===== src/rtl/spramp_pkg.sv =====
package spramp_pkg;

	// Operation codes carried in the input tuser.
	localparam logic [1:0] OP_TICK  = 2'd0;
	localparam logic [1:0] OP_START = 2'd1;
	localparam logic [1:0] OP_ABORT = 2'd2;

	// Motion shape held while a motion runs.
	localparam logic [1:0] SHAPE_IDLE   = 2'd0;
	localparam logic [1:0] SHAPE_RAMP   = 2'd1;
	localparam logic [1:0] SHAPE_SCURVE = 2'd2;

	// The motion fraction u is an unsigned Q0.16 number.
	localparam int U_BITS = 16;
	localparam int U_HALF = 1 << (U_BITS - 1);
	localparam int CNT_W  = $clog2(U_BITS + 1);
	localparam int TBL_W  = 16;

	localparam longint unsigned PI_Q30  = 64'd3373259426;
	localparam longint          ONE_Q30 = 64'sd1073741824;

	typedef enum logic [7:0] {
		ST_IDLE   = 8'b0000_0001,
		ST_DIV    = 8'b0000_0010,
		ST_LOOKUP = 8'b0000_0100,
		ST_CMUL   = 8'b0000_1000,
		ST_BSETUP = 8'b0001_0000,
		ST_BMUL   = 8'b0010_0000,
		ST_ROUND  = 8'b0100_0000,
		ST_FINAL  = 8'b1000_0000
	} state_t;

	// Cosine in Q30 for an angle in [0, pi/2] given in Q30, ten series terms.
	// Used only while the curve table is built at elaboration.
	function automatic longint cos_q30(input longint unsigned x);
		longint unsigned x2;
		longint unsigned term;
		longint          sum;
		x2   = (x * x) >> 30;
		term = longint'(ONE_Q30);
		sum  = ONE_Q30;
		term = ((term * x2) >> 30) / 64'd2;
		sum  = sum - longint'(term);
		term = ((term * x2) >> 30) / 64'd12;
		sum  = sum + longint'(term);
		term = ((term * x2) >> 30) / 64'd30;
		sum  = sum - longint'(term);
		term = ((term * x2) >> 30) / 64'd56;
		sum  = sum + longint'(term);
		term = ((term * x2) >> 30) / 64'd90;
		sum  = sum - longint'(term);
		term = ((term * x2) >> 30) / 64'd132;
		sum  = sum + longint'(term);
		term = ((term * x2) >> 30) / 64'd182;
		sum  = sum - longint'(term);
		term = ((term * x2) >> 30) / 64'd240;
		sum  = sum + longint'(term);
		term = ((term * x2) >> 30) / 64'd306;
		sum  = sum - longint'(term);
		return sum;
	endfunction

endpackage


===== src/rtl/setpoint_ramp_scurve_generator.sv =====
// Setpoint ramp generator: moves a value from a start to a target over a number of
// millisecond ticks, along a linear ramp or a raised-cosine s-curve.
// Input channel s_*: op in s_tuser (tick, start, abort); s_tdata holds shape, start value,
// target value and duration. Output channel m_*: value in m_tdata, write_valid and
// busy_res in m_tuser. Every request yields exactly one result.
// Start, abort and idle ticks, as well as the tick that ends a motion, are answered
// directly: the result is registered at the edge the request is taken.
// A tick during a motion runs through one shared shift-add/subtract unit: a 16-step
// divide for the fraction, for the s-curve a table lookup and a 17-step interpolation
// multiply, then a 17-step blend multiply and rounding. A linear tick passes the states
// DIV, BSETUP, BMUL, ROUND and FINAL, an s-curve tick DIV, LOOKUP, CMUL, BSETUP, BMUL,
// ROUND and FINAL; the result is loaded as FINAL is left, and the input is not ready until then.
// CURVE_TABLE_DEPTH must be a power of two.
// Reset clears the motion (idle) and empties the output register.
// When the receiver stalls, the held result stays in place and no new request is
// taken until the output register can be loaded again.
module setpoint_ramp_scurve_generator #(
	parameter int VALUE_WIDTH       = 32,
	parameter int DURATION_WIDTH    = 24,
	parameter int CURVE_TABLE_DEPTH = 256,
	localparam int IN_W  = ((1 + 2 * VALUE_WIDTH + DURATION_WIDTH + 7) / 8) * 8,
	localparam int OUT_W = ((VALUE_WIDTH + 7) / 8) * 8
) (
	input  logic             clk,
	input  logic             arst_n,
	input  logic             s_tvalid,
	output logic             s_tready,
	// shape, start_value, target_value, duration_ticks, zero padding
	input  logic [IN_W-1:0]  s_tdata,
	// op
	input  logic [1:0]       s_tuser,
	output logic             m_tvalid,
	input  logic             m_tready,
	// value, zero padding
	output logic [OUT_W-1:0] m_tdata,
	// write_valid, busy_res
	output logic [1:0]       m_tuser
);

	localparam int VW    = VALUE_WIDTH;
	localparam int DW    = DURATION_WIDTH;
	localparam int UB    = spramp_pkg::U_BITS;
	localparam int AW    = VW + UB + 2;
	localparam int MC_W  = VW + 1;
	localparam int IDX_W = $clog2(CURVE_TABLE_DEPTH);

	function automatic logic [spramp_pkg::TBL_W-1:0] curve_entry(input int idx);
		longint unsigned j;
		longint unsigned x;
		longint          c;
		longint          s;
		logic            mirror;
		mirror = (2 * idx > CURVE_TABLE_DEPTH);
		j = mirror ? 64'(CURVE_TABLE_DEPTH - idx) : 64'(idx);
		x = (spramp_pkg::PI_Q30 * j) / CURVE_TABLE_DEPTH;
		c = spramp_pkg::cos_q30(x);
		if (mirror) begin
			c = -c;
		end
		s = ((spramp_pkg::ONE_Q30 - c) + 64'sd16384) >>> 15;
		if (s < 0) begin
			s = 0;
		end
		if (s > 65535) begin
			s = 65535;
		end
		return s[spramp_pkg::TBL_W-1:0];
	endfunction

	logic [spramp_pkg::TBL_W-1:0] curve_rom [CURVE_TABLE_DEPTH];

	for (genvar gi = 0; gi < CURVE_TABLE_DEPTH; gi++) begin : g_rom
		localparam logic [spramp_pkg::TBL_W-1:0] ENTRY = curve_entry(gi);
		assign curve_rom[gi] = ENTRY;
	end

	// Input fields.
	logic [1:0]          op;
	logic                shape;
	logic signed [VW-1:0] start_value;
	logic signed [VW-1:0] target_value;
	logic [DW-1:0]       duration_ticks;

	assign op             = s_tuser;
	assign shape          = s_tdata[0];
	assign start_value    = s_tdata[VW:1];
	assign target_value   = s_tdata[2*VW:VW+1];
	assign duration_ticks = s_tdata[2*VW+DW:2*VW+1];

	spramp_pkg::state_t state_q;
	logic [1:0]          active_q;
	logic [DW-1:0]       total_q;
	logic [DW-1:0]       elapsed_q;
	logic                out_valid_q;
	logic [VW-1:0]       value_q;
	logic                wr_q;
	logic                busy_q;
	logic [VW-1:0]       origin_q;
	logic [VW-1:0]       goal_q;
	logic [VW:0]         diff_q;
	logic [AW-1:0]       acc_q;
	logic [UB:0]         u_q;
	logic [UB:0]         mplr_q;
	logic [MC_W-1:0]     mcand_q;
	logic [spramp_pkg::TBL_W-1:0] a_q;
	logic [spramp_pkg::CNT_W-1:0] cnt_q;

	logic          accept;
	logic          out_free;
	logic          active_on;
	logic [DW-1:0] el_inc;
	logic          tick_end;
	logic          tick_go;
	logic          load_out;

	assign out_free  = !out_valid_q || m_tready;
	assign s_tready  = (state_q == spramp_pkg::ST_IDLE) && out_free;
	assign accept    = s_tvalid && s_tready;
	assign active_on = (active_q != spramp_pkg::SHAPE_IDLE);
	assign el_inc    = (elapsed_q < total_q) ? elapsed_q + 1'b1 : elapsed_q;
	assign tick_end  = (el_inc >= total_q);
	assign tick_go   = accept && (op == spramp_pkg::OP_TICK) && active_on && !tick_end;
	assign load_out  = (accept && !tick_go) || ((state_q == spramp_pkg::ST_FINAL) && out_free);

	// Shared unit: the accumulator shifts left by one and either subtracts the duration
	// (divide steps) or adds the multiplicand when the top multiplier bit is set.
	logic          div_mode;
	logic [AW-1:0] shifted;
	logic [AW-1:0] addend;
	logic [AW:0]   sum_w;
	logic          carry;

	assign div_mode = (state_q == spramp_pkg::ST_DIV);
	assign shifted  = {acc_q[AW-2:0], 1'b0};
	assign addend   = div_mode ? ~AW'(total_q) : (mplr_q[UB] ? AW'(mcand_q) : '0);
	assign sum_w    = (AW+1)'(shifted) + (AW+1)'(addend) + (AW+1)'(div_mode);
	assign carry    = sum_w[AW];

	// Curve table interpolation operands.
	logic [IDX_W-1:0] idx_w;
	logic [IDX_W-1:0] idx_nx;
	logic [UB-1:0]    frac_w;
	logic [UB:0]      a_ext;
	logic [UB:0]      b_raw;
	logic [UB:0]      b_w;
	logic [UB:0]      cdiff;
	logic [2*UB:0]    cm_w;
	logic [UB:0]      curve_u;

	assign idx_w   = u_q[UB-1 -: IDX_W];
	assign idx_nx  = idx_w + 1'b1;
	assign frac_w  = u_q[UB-1:0] << IDX_W;
	assign a_ext   = (UB+1)'(curve_rom[idx_w]);
	// The entry past the end of the table is one.
	assign b_raw   = (idx_w == IDX_W'(CURVE_TABLE_DEPTH - 1)) ? ((UB+1)'(1) << UB)
	                 : (UB+1)'(curve_rom[idx_nx]);
	assign b_w     = (b_raw < a_ext) ? a_ext : b_raw;
	assign cdiff   = b_w - a_ext;
	assign cm_w    = acc_q[2*UB:0] + (2*UB+1)'(spramp_pkg::U_HALF);
	assign curve_u = (UB+1)'(a_q) + cm_w[2*UB:UB];

	logic [VW:0]   mag_w;
	logic [VW-1:0] r_w;
	logic [VW-1:0] blend_w;

	assign mag_w   = diff_q[VW] ? (~diff_q + 1'b1) : diff_q;
	assign r_w     = acc_q[UB +: VW];
	assign blend_w = diff_q[VW] ? origin_q - r_w : origin_q + r_w;

	always_ff @(posedge clk or negedge arst_n) begin
		if (!arst_n) begin
			state_q     <= spramp_pkg::ST_IDLE;
			active_q    <= spramp_pkg::SHAPE_IDLE;
			total_q     <= '0;
			elapsed_q   <= '0;
			out_valid_q <= 1'b0;
		end else begin
			if (load_out) begin
				out_valid_q <= 1'b1;
			end else if (m_tready) begin
				out_valid_q <= 1'b0;
			end
			case (state_q)
				spramp_pkg::ST_IDLE: begin
					if (accept) begin
						case (op)
							spramp_pkg::OP_START: begin
								if (duration_ticks == '0) begin
									active_q <= spramp_pkg::SHAPE_IDLE;
								end else begin
									active_q  <= shape ? spramp_pkg::SHAPE_SCURVE
									             : spramp_pkg::SHAPE_RAMP;
									total_q   <= duration_ticks;
									elapsed_q <= '0;
								end
							end
							spramp_pkg::OP_ABORT: begin
								active_q <= spramp_pkg::SHAPE_IDLE;
							end
							spramp_pkg::OP_TICK: begin
								if (active_on) begin
									elapsed_q <= el_inc;
									if (tick_end) begin
										active_q <= spramp_pkg::SHAPE_IDLE;
									end else begin
										state_q <= spramp_pkg::ST_DIV;
									end
								end
							end
							default: begin
							end
						endcase
					end
				end
				spramp_pkg::ST_DIV: begin
					if (cnt_q == '0) begin
						state_q <= (active_q == spramp_pkg::SHAPE_SCURVE)
						           ? spramp_pkg::ST_LOOKUP : spramp_pkg::ST_BSETUP;
					end
				end
				spramp_pkg::ST_LOOKUP: begin
					state_q <= spramp_pkg::ST_CMUL;
				end
				spramp_pkg::ST_CMUL: begin
					if (cnt_q == '0) begin
						state_q <= spramp_pkg::ST_BSETUP;
					end
				end
				spramp_pkg::ST_BSETUP: begin
					state_q <= spramp_pkg::ST_BMUL;
				end
				spramp_pkg::ST_BMUL: begin
					if (cnt_q == '0) begin
						state_q <= spramp_pkg::ST_ROUND;
					end
				end
				spramp_pkg::ST_ROUND: begin
					state_q <= spramp_pkg::ST_FINAL;
				end
				spramp_pkg::ST_FINAL: begin
					if (out_free) begin
						state_q <= spramp_pkg::ST_IDLE;
					end
				end
				default: begin
					state_q <= spramp_pkg::ST_IDLE;
				end
			endcase
		end
	end

	always_ff @(posedge clk) begin
		case (state_q)
			spramp_pkg::ST_IDLE: begin
				if (accept) begin
					value_q <= '0;
					wr_q    <= 1'b0;
					busy_q  <= 1'b0;
					case (op)
						spramp_pkg::OP_START: begin
							if (duration_ticks == '0) begin
								value_q <= target_value;
								wr_q    <= 1'b1;
							end else begin
								busy_q   <= 1'b1;
								origin_q <= start_value;
								goal_q   <= target_value;
								diff_q   <= {target_value[VW-1], target_value}
								            - {start_value[VW-1], start_value};
							end
						end
						spramp_pkg::OP_ABORT: begin
						end
						spramp_pkg::OP_TICK: begin
							if (active_on && tick_end) begin
								value_q <= goal_q;
								wr_q    <= 1'b1;
							end
							acc_q <= AW'(el_inc);
							u_q   <= '0;
							cnt_q <= spramp_pkg::CNT_W'(UB - 1);
						end
						default: begin
							busy_q <= active_on;
						end
					endcase
				end
			end
			spramp_pkg::ST_DIV: begin
				acc_q <= carry ? sum_w[AW-1:0] : shifted;
				u_q   <= {u_q[UB-1:0], carry};
				cnt_q <= cnt_q - 1'b1;
			end
			spramp_pkg::ST_LOOKUP: begin
				a_q     <= curve_rom[idx_w];
				mcand_q <= MC_W'(cdiff);
				mplr_q  <= {1'b0, frac_w};
				acc_q   <= '0;
				cnt_q   <= spramp_pkg::CNT_W'(UB);
			end
			spramp_pkg::ST_CMUL, spramp_pkg::ST_BMUL: begin
				acc_q  <= sum_w[AW-1:0];
				mplr_q <= {mplr_q[UB-1:0], 1'b0};
				cnt_q  <= cnt_q - 1'b1;
			end
			spramp_pkg::ST_BSETUP: begin
				mplr_q  <= (active_q == spramp_pkg::SHAPE_SCURVE) ? curve_u : u_q;
				mcand_q <= mag_w;
				acc_q   <= '0;
				cnt_q   <= spramp_pkg::CNT_W'(UB);
			end
			spramp_pkg::ST_ROUND: begin
				acc_q <= acc_q + AW'(spramp_pkg::U_HALF);
			end
			spramp_pkg::ST_FINAL: begin
				if (out_free) begin
					value_q <= blend_w;
					wr_q    <= 1'b1;
					busy_q  <= 1'b1;
				end
			end
			default: begin
			end
		endcase
	end

	assign m_tvalid = out_valid_q;
	assign m_tdata  = OUT_W'(value_q);
	assign m_tuser  = {busy_q, wr_q};

`ifndef SYNTHESIS
	// The divide remainder always stays below the duration.
	a_rem_below_total: assert property (@(posedge clk) disable iff (!arst_n)
		(state_q == spramp_pkg::ST_DIV) |-> (acc_q < AW'(total_q)))
		else $error("divide remainder not below duration");

	// The sequencer only runs while a motion is active.
	a_seq_needs_motion: assert property (@(posedge clk) disable iff (!arst_n)
		(state_q != spramp_pkg::ST_IDLE) |-> active_on)
		else $error("sequencer busy without an active motion");

	// During a motion elapsed time never passes the duration.
	a_elapsed_bound: assert property (@(posedge clk) disable iff (!arst_n)
		active_on |-> (elapsed_q < total_q))
		else $error("elapsed ticks reached duration while active");

	// A result without a write carries a zero value.
	a_zero_no_write: assert property (@(posedge clk) disable iff (!arst_n)
		(m_tvalid && !m_tuser[0]) |-> (value_q == '0))
		else $error("nonzero value without write");

	// Leaving the final step always presents the blended result.
	a_final_loads: assert property (@(posedge clk) disable iff (!arst_n)
		((state_q == spramp_pkg::ST_FINAL) && out_free) |=> (m_tvalid && m_tuser[0]))
		else $error("final step did not present a result");
`endif

endmodule

===== config.mk =====
export PLATFORM = sky130hd
export DESIGN_NAME = setpoint_ramp_scurve_generator
export DESIGN_NICKNAME = d
export VERILOG_FILES = /design/src/rtl/spramp_pkg.sv /design/src/rtl/setpoint_ramp_scurve_generator.sv
export SDC_FILE = /design/constraint.sdc
export NUM_CORES = 1
export LEC_CHECK = 0
export BUFFER_PORTS_ARGS = -buffer_cell sky130_fd_sc_hd__buf_2
export CELL_PAD_IN_SITES_DETAIL_PLACEMENT = 0
export CELL_PAD_IN_SITES_GLOBAL_PLACEMENT = 1
export CORE_AREA = 2 2 264 266
export DETAILED_ROUTE_END_ITERATION = 12
export DIE_AREA = 0 0 266 268
export GPL_TIMING_DRIVEN = 1
export PLACE_DENSITY = 0.85
export SLEW_MARGIN = 20
export SYNTH_ARGS = -nofsm -noshare
export SYNTH_HDL_FRONTEND = slang
export SYNTH_SLANG_ARGS = --single-unit

===== constraint.sdc =====
create_clock -name clk -period 8.6 [get_ports clk]
set_input_delay 2.58 -clock clk [delete_from_list [all_inputs] [get_ports clk]]
set_output_delay 2.58 -clock clk [all_outputs]
set_load 0.01 [all_outputs]

* Yosys cells after proc, flatten, opt, wreduce, memory -nomap -nowiden *
Memories as Yosys holds them, arrays and structs flattened.
Index checks and enable logic that the tools add are counted.

word-level totals
  flip-flop bits (word level) = 328
  bits in read-only memories = 8192
  input bits = 102
  output and inout port bits = 36
  logic and storage cells = 163
  memories kept = 2

cells by class
  $add $sub $neg = 13
  $lt $le $gt $ge = 5
  equality and inequality tests = 23
  multiplexer cells = 60
  bitwise logic cells = 5
  reduce and logical (&&, ||, !) cells = 38

memory list
  memory           words  bits a word  rd ports  clocked after Yosys merged registers in  write ports  line                                   source
  (no name shown)  256    16           1         0                                        0            setpoint_ramp_scurve_generator.sv:295  a_q <= curve_rom[idx_w];
  (no name shown)  256    16           1         0                                        0            setpoint_ramp_scurve_generator.sv:156  : (UB+1)'(curve_rom[idx_nx]);

operators with widths
  operator                                                           number
  50-bit case mux with 5 select lines                                1
  50-bit 2-to-1 mux                                                  4
  32-bit 2-to-1 mux                                                  5
  32-bit case mux with 2 select lines                                2
  17-bit 2-to-1 mux                                                  5
  24-bit 2-to-1 mux                                                  3
  33-bit 2-to-1 mux                                                  2
  33-bit case mux with 2 select lines                                1
  16-bit 2-to-1 mux                                                  4
  8-bit 2-to-1 mux                                                   8
  8-bit case mux with 8 select lines                                 1
  50-bit by 50-bit adder with 51-bit output                          1
  51-bit by 1-bit adder with 51-bit output                           1
  17-bit case mux with 3 select lines                                1
  50-bit by 16-bit adder with 50-bit output (second input constant)  1
  24-bit inverter with 50-bit output                                 1
  24-bit case mux with 2 select lines                                1
  17-bit case mux with 2 select lines                                1
  33-bit by 1-bit adder with 33-bit output (second input constant)   1
  33-bit by 16-bit adder with 33-bit output (second input constant)  1
  33-bit inverter                                                    1
  32-bit by 32-bit subtractor with 33-bit output                     1
  32-bit adder                                                       1
  32-bit subtractor                                                  1
  other kinds (44)                                                   95

* Logic depth before layout (Yosys ltp) *
  word-level depth = 11
  depth in mapped cells = 42
  gate-level depth less buffers = 36

* Worst setup path after synthesis *
OpenSTA, ideal clock, no wires.

  path kind = reg2reg
  from = register u_q[10]
  to = register mcand_q[16], data pin
  library setup time = 0.270 ns
  data arrival time = 7.496 ns
  required time = 8.330 ns
  slack = 0.834 ns
  cell stages (with the launch flop) = 37
  buffers on the path = 5
  period minus slack after synthesis = 7.766 ns
  cell sequence = edfxtp_1 -> inv_2 -> clkbuf_1 -> buf_1 -> clkbuf_1 -> ha_1 -> clkbuf_1 -> clkinv_1 -> nor2_1 -> nor2_1 -> o21a_1 -> mux4_2 -> o211ai_1 -> o21ai_0 -> a221o_1 -> ha_1 -> a21oi_1 -> nor2b_1 -> o21ai_0 -> nand2b_1 -> a21oi_1 -> o21a_1 -> o32a_1 -> nand3_4 -> buf_12 -> mux2i_1 -> fa_1 -> a21o_1 -> a21oi_1 -> o21ai_0 -> a21oi_1 -> o21bai_1 -> a21boi_0 -> o21ai_0 -> a31oi_1 -> xnor2_1 -> a21oi_1

on the way
  cells in the longest elaborated chain, start to end = 10
  elaborated cells between the ends (all ways) = 15
  classes of those cells = add/sub: 2; order compare: 1; eq/ne: 1; mux: 7; bitwise: 2; memory: 2

RTL lines
  what                                                     line                                   source
  start, declared                                          setpoint_ramp_scurve_generator.sv:102  logic [UB:0] u_q;
  start signal, assigned                                   setpoint_ramp_scurve_generator.sv:291  u_q <= {u_q[UB-1:0], carry};
  8-bit by 1-bit adder with 8-bit output                   setpoint_ramp_scurve_generator.sv:151  assign idx_nx = idx_w + 1'b1;
  8-bit inverter with 9-bit output (implied by the code)   setpoint_ramp_scurve_generator.sv:156
  memory 256 x 16 bit                                      --
  16-bit 2-to-1 mux (implied by the code) (2 in a row)     setpoint_ramp_scurve_generator.sv:156
  17-bit 2-to-1 mux                                        setpoint_ramp_scurve_generator.sv:155  assign b_raw = (idx_w == IDX_W'(CURVE_TABLE_DEPTH - 1)) ? ((UB+1)'(1) << UB)
  17-bit by 16-bit less-than comparator with 1-bit output  setpoint_ramp_scurve_generator.sv:157  assign b_w = (b_raw < a_ext) ? a_ext : b_raw;
  17-bit 2-to-1 mux                                        setpoint_ramp_scurve_generator.sv:157
  17-bit by 16-bit subtractor with 17-bit output (*)       setpoint_ramp_scurve_generator.sv:158  assign cdiff = b_w - a_ext;
  33-bit case mux with 2 select lines (*)                  setpoint_ramp_scurve_generator.sv:253  case (state_q)
  end signal, assigned                                     setpoint_ramp_scurve_generator.sv:296  mcand_q <= MC_W'(cdiff);
  end signal, assigned                                     setpoint_ramp_scurve_generator.sv:308  mcand_q <= mag_w;
  end, declared                                            setpoint_ramp_scurve_generator.sv:104  logic [MC_W-1:0] mcand_q;

Every way passes the cells marked *; elsewhere a longest branch is shown, timed or not. The select of a mux whose other input is x is not followed.
A chain may end at the register's enable or synchronous reset.

* Final worst setup path *
  from = register u_q[8]
  to = register mcand_q[15], data pin

The elaborated chain is that of the path after synthesis.

==> key figures <==
Synth
  • Synthesized Nets: roughly 4500
  • Yosys top cell area share: between 20% and 30%
  • Largest cells by area after synthesis: edfxtp_1 24%, ha_1 9.6%, o21ai_0 5.7%
  • Synth unique cells: just under 100
  • Post-synthesis cell area: 33200 µm²
  • Yosys Warn Count: 0
  • Syn Area/Cell: a little over 8 µm²
  • Post-synth top area cell: edfxtp_1
  • Primary FF master, synth: edfxtp_1
  • Post-synth EDFFs: 268
  • Seq/Total Area, Yosys: 28.7%
  • Ys async rst share: 18.0%
  • Cells after Synth: between 4000 and 5000
  • Flops & latches, synth: around 330

Global route
  • Largest net degree at the start of global routing: 97
  • Gr ovfl total: 0
  • Vias in the first global route: 31400
  • Gr usage total: a little over a third
  • First-pass GRT wire length: approximately 190000 µm
  • Antenna violations before repair: 4

Routing
  • Average wire per standard cell: between 20 and 30 µm
  • DRC: 0
  • Post-route ant nets: 0
  • Initial DRC Count: between 4000 and 5000
  • Via Count: between 30000 and 40000
  • Detailed Routing Iterations Pass 1: 8
  • Via-per-instance ratio: roughly 6.7
  • Final wirelength: approximately 130000 µm

Cells and area
  • Area growth syn-to-layout: 9.28%
  • Fin area: 36300 µm²
  • Post-route non-filler standard cell count: approximately 5000
  • Layout cells sized above 1: between 10% and 20%
  • Layout fillers: about 6500
  • Area of the multi-input gates: roughly 22000 µm²
  • Final nets: roughly 4500
  • Register area: 9530 µm²

Timing
  • Slew HR: a little under a quarter
  • Post-route setup TNS: 0 ns
  • Endpoints failing setup: 0
  • Max Freq: 124 MHz
  • Final count of pins violating max slew: 0
  • Hold_ws: 0.527 ns
  • Slew @ Worst Pin: ~1.1 ns
  • Min Tclk post-route: 8.06 ns
  • Fin crit share: a little over nine tenths
  • Setup ws final: ~0.54 ns
  • RSZ-0062 raised after global routing: no
  • Final Hold Fails: 0
  • Clock skew: around 0.037 ns

Worst setup path
  • Reg2reg end: mcand_q[15]$_DFFE_PN_
  • Crit path from: u_q[8]$_SDFFCE_PN0P_
  • Worst R2R Setup Slack: about 0.54 ns
  • Crit path DAT: around 8.4 ns
  • CP most frequent cell: o21ai_0
  • FF-to-FF Start: u_q[8]$_SDFFCE_PN0P_
  • Critical Path RT: ~9 ns
  • Crit end category: flop
  • Worst Setup EP: mcand_q[15]$_DFFE_PN_
  • Reg2reg path depth: 32
  • CP Max Fanout: 18
  • CP max-delay cell: a2111oi_0
  • Crit path largest cell delay: 1.00 ns
  • CP Launch Type: flop
  • Kind of critical path: flop to flop

Floorplan
  • # IOs: 138
  • Die area: between 70000 and 80000 µm²
  • Site Rows: 96
  • Core Region: roughly 70000 µm²
  • Die W: ~270 µm
  • Initial cell density of the core: approximately 49%
  • Die height: between 200 and 300 µm

Power
  • Static Leakage: 0.0148 µW
  • Internal Power: 5610 µW
  • Pwr Density: 303 nW/µm²
  • Sequential power share: a little under a quarter
  • Sw Ratio: 49.1%
  • Clock power frac: 14.7%
  • Worst VDD drop: 0.162 mV
  • Combinational fraction of design power: 62.1%
  • Sw Pwr: approximately 5400 µW

Placed design
  • RePlAce Congestion: approximately 1.0
  • DP Area: between 30000 and 40000 µm²
  • Post-Place Cells: 4965
  • PortBufs: 130
  • HPWL Detailed: around 94000 µm
  • Place WS: slightly above 0.5 ns

Clock network
  • Clk_lat worst skew: ~0.6 ns
  • CTS tree: built
  • Clock buffer depth: 3
  • CTS root buffer: clkbuf_16
  • H-tree Lvls: 2
  • Hold buffer count at CTS: 0
  • CTS Sinks: 327
  • CTS Buf Count: 39
  • Clk slew on worst S/H paths: ~0.060 ns

Flow run
  • Max-cap violations: 0

Min path
  • HP Class: flop to flop

Run status
  • Status: completed
-- layout by cell type, fill, tap and decap left out, types with 65 or more instances in the layout --
master	n
nand2_1	399
o21ai_0	379
nor2_1	371
a21oi_1	357
edfxtp_1	268
ha_1	254
xnor2_1	152
inv_1	147
buf_4	134
buf_2	130
nand3_1	127
nor3_1	111
xor2_1	87
a21o_1	87
o211ai_1	65
-- cell families (layout without fill, tap and decap cells) --
kind of cell | after synthesis | count (layout) | synth area share [%]
AO/OA/AOI/OAI | 1430 | 1430 | 27.7
XOR/XNOR | 246 | 246 | 6.53
adder cells (fa/ha/maj) | 260 | 260 | 9.91
buffers and inverters | 463 | 504 | 5.62
flip-flops | 327 | 327 | 28.7
multiplexers | 60 | 60 | 2.73
other | 0 | 2 | 0
AND/OR/NAND/NOR | 1329 | 1329 | 18.8
-- power groups by stage --
stage               clock network, µW  registers (µW)  logic (µW)
finish                           1620            2560        6830
global route                     1690            2590        7360
CTS                              1640            2540        6630
detailed placement                  0            2560        6590
global placement                    0            2560        6560
floorplan                           0            2360        4710
-- registers in the layout, summed over array words and instances, names as in the netlist --
signal,cells
state_q,8
goal_q,32
wr_q,1
diff_q,33
mcand_q,33
active_q,2
cnt_q,5
total_q,24
busy_q,1
mplr_q,17
elapsed_q,24
a_q,16
m_tvalid,1
u_q,17
m_tdata,32
acc_q,49
origin_q,32
-- cell type report --
class	count	area share, %
Antenna cell	2	0.0138
Clock buffer	59	2.98
Clock inverter	11	0.335
Inverter	157	1.64
Multi-Input combinational cell	3325	60.5
Sequential cell	327	26.3
Tap cell	882	3.04
Timing Repair Buffer	277	5.28
-- cells in the mapped netlist, drive strengths merged, types with 109 or more instances --
cell / instances
nand2: 401
o21ai: 386
nor2: 375
a21oi: 360
edfxtp: 268
ha: 255
clkbuf: 197
xnor2: 158
inv: 153
nand3: 128
nor3: 113
buf: 109
-- worst min path at each step --
stage	startpoint	endpoint	slack (ns)	cells past startpoint
floorplan	u_q[15]$_SDFFCE_PN0P_	a_q[15]$_DFFE_PP_	0.46	0
global placement	goal_q[0]$_DFFE_PP_	m_tdata[0]$_DFFE_PP_	0.50	1
detailed placement	mplr_q[3]$_DFFE_PP_	mplr_q[4]$_DFFE_PP_	0.51	2
CTS	goal_q[12]$_DFFE_PP_	m_tdata[12]$_DFFE_PP_	0.53	1
global route	goal_q[12]$_DFFE_PP_	m_tdata[12]$_DFFE_PP_	0.54	1
finish	goal_q[12]$_DFFE_PP_	m_tdata[12]$_DFFE_PP_	0.53	1
-- metrics by stage --
step                      util, %  power, µW
after global placement       51.4       9110
after global routing         53.2      11600
after floorplan                 -       7070
final                        53.2      11000
after detailed placement     51.4       9150
after CTS                    53.1      10800
-- repair_timing --
item,4_1_cts,5_1_grt
setup buffers,0,3
endpoints found under the setup margin,0,5
gates resized for setup,0,2
-- routing by layer --
metal	vias to the layer above	global-route usage, %	routed length (µm)
met5	-	0	90
met4	6	15.2	5960
met3	368	6.09	13600
met2	2120	52.6	55500
met1	16000	49.1	53600
li1	15400	-	-
-- critical path: cells and delay by family (launching register included) --
kind	cells	cell delay [ns]
buf+inv	5	1.12
fa+ha+maj	3	0.95
mux	1	0.35
xor+xnor	1	0.18
flops	1	0.58
compound gates	17	3.90
simple gates	5	0.63
No activity file was read; power rests on OpenSTA's default activity.
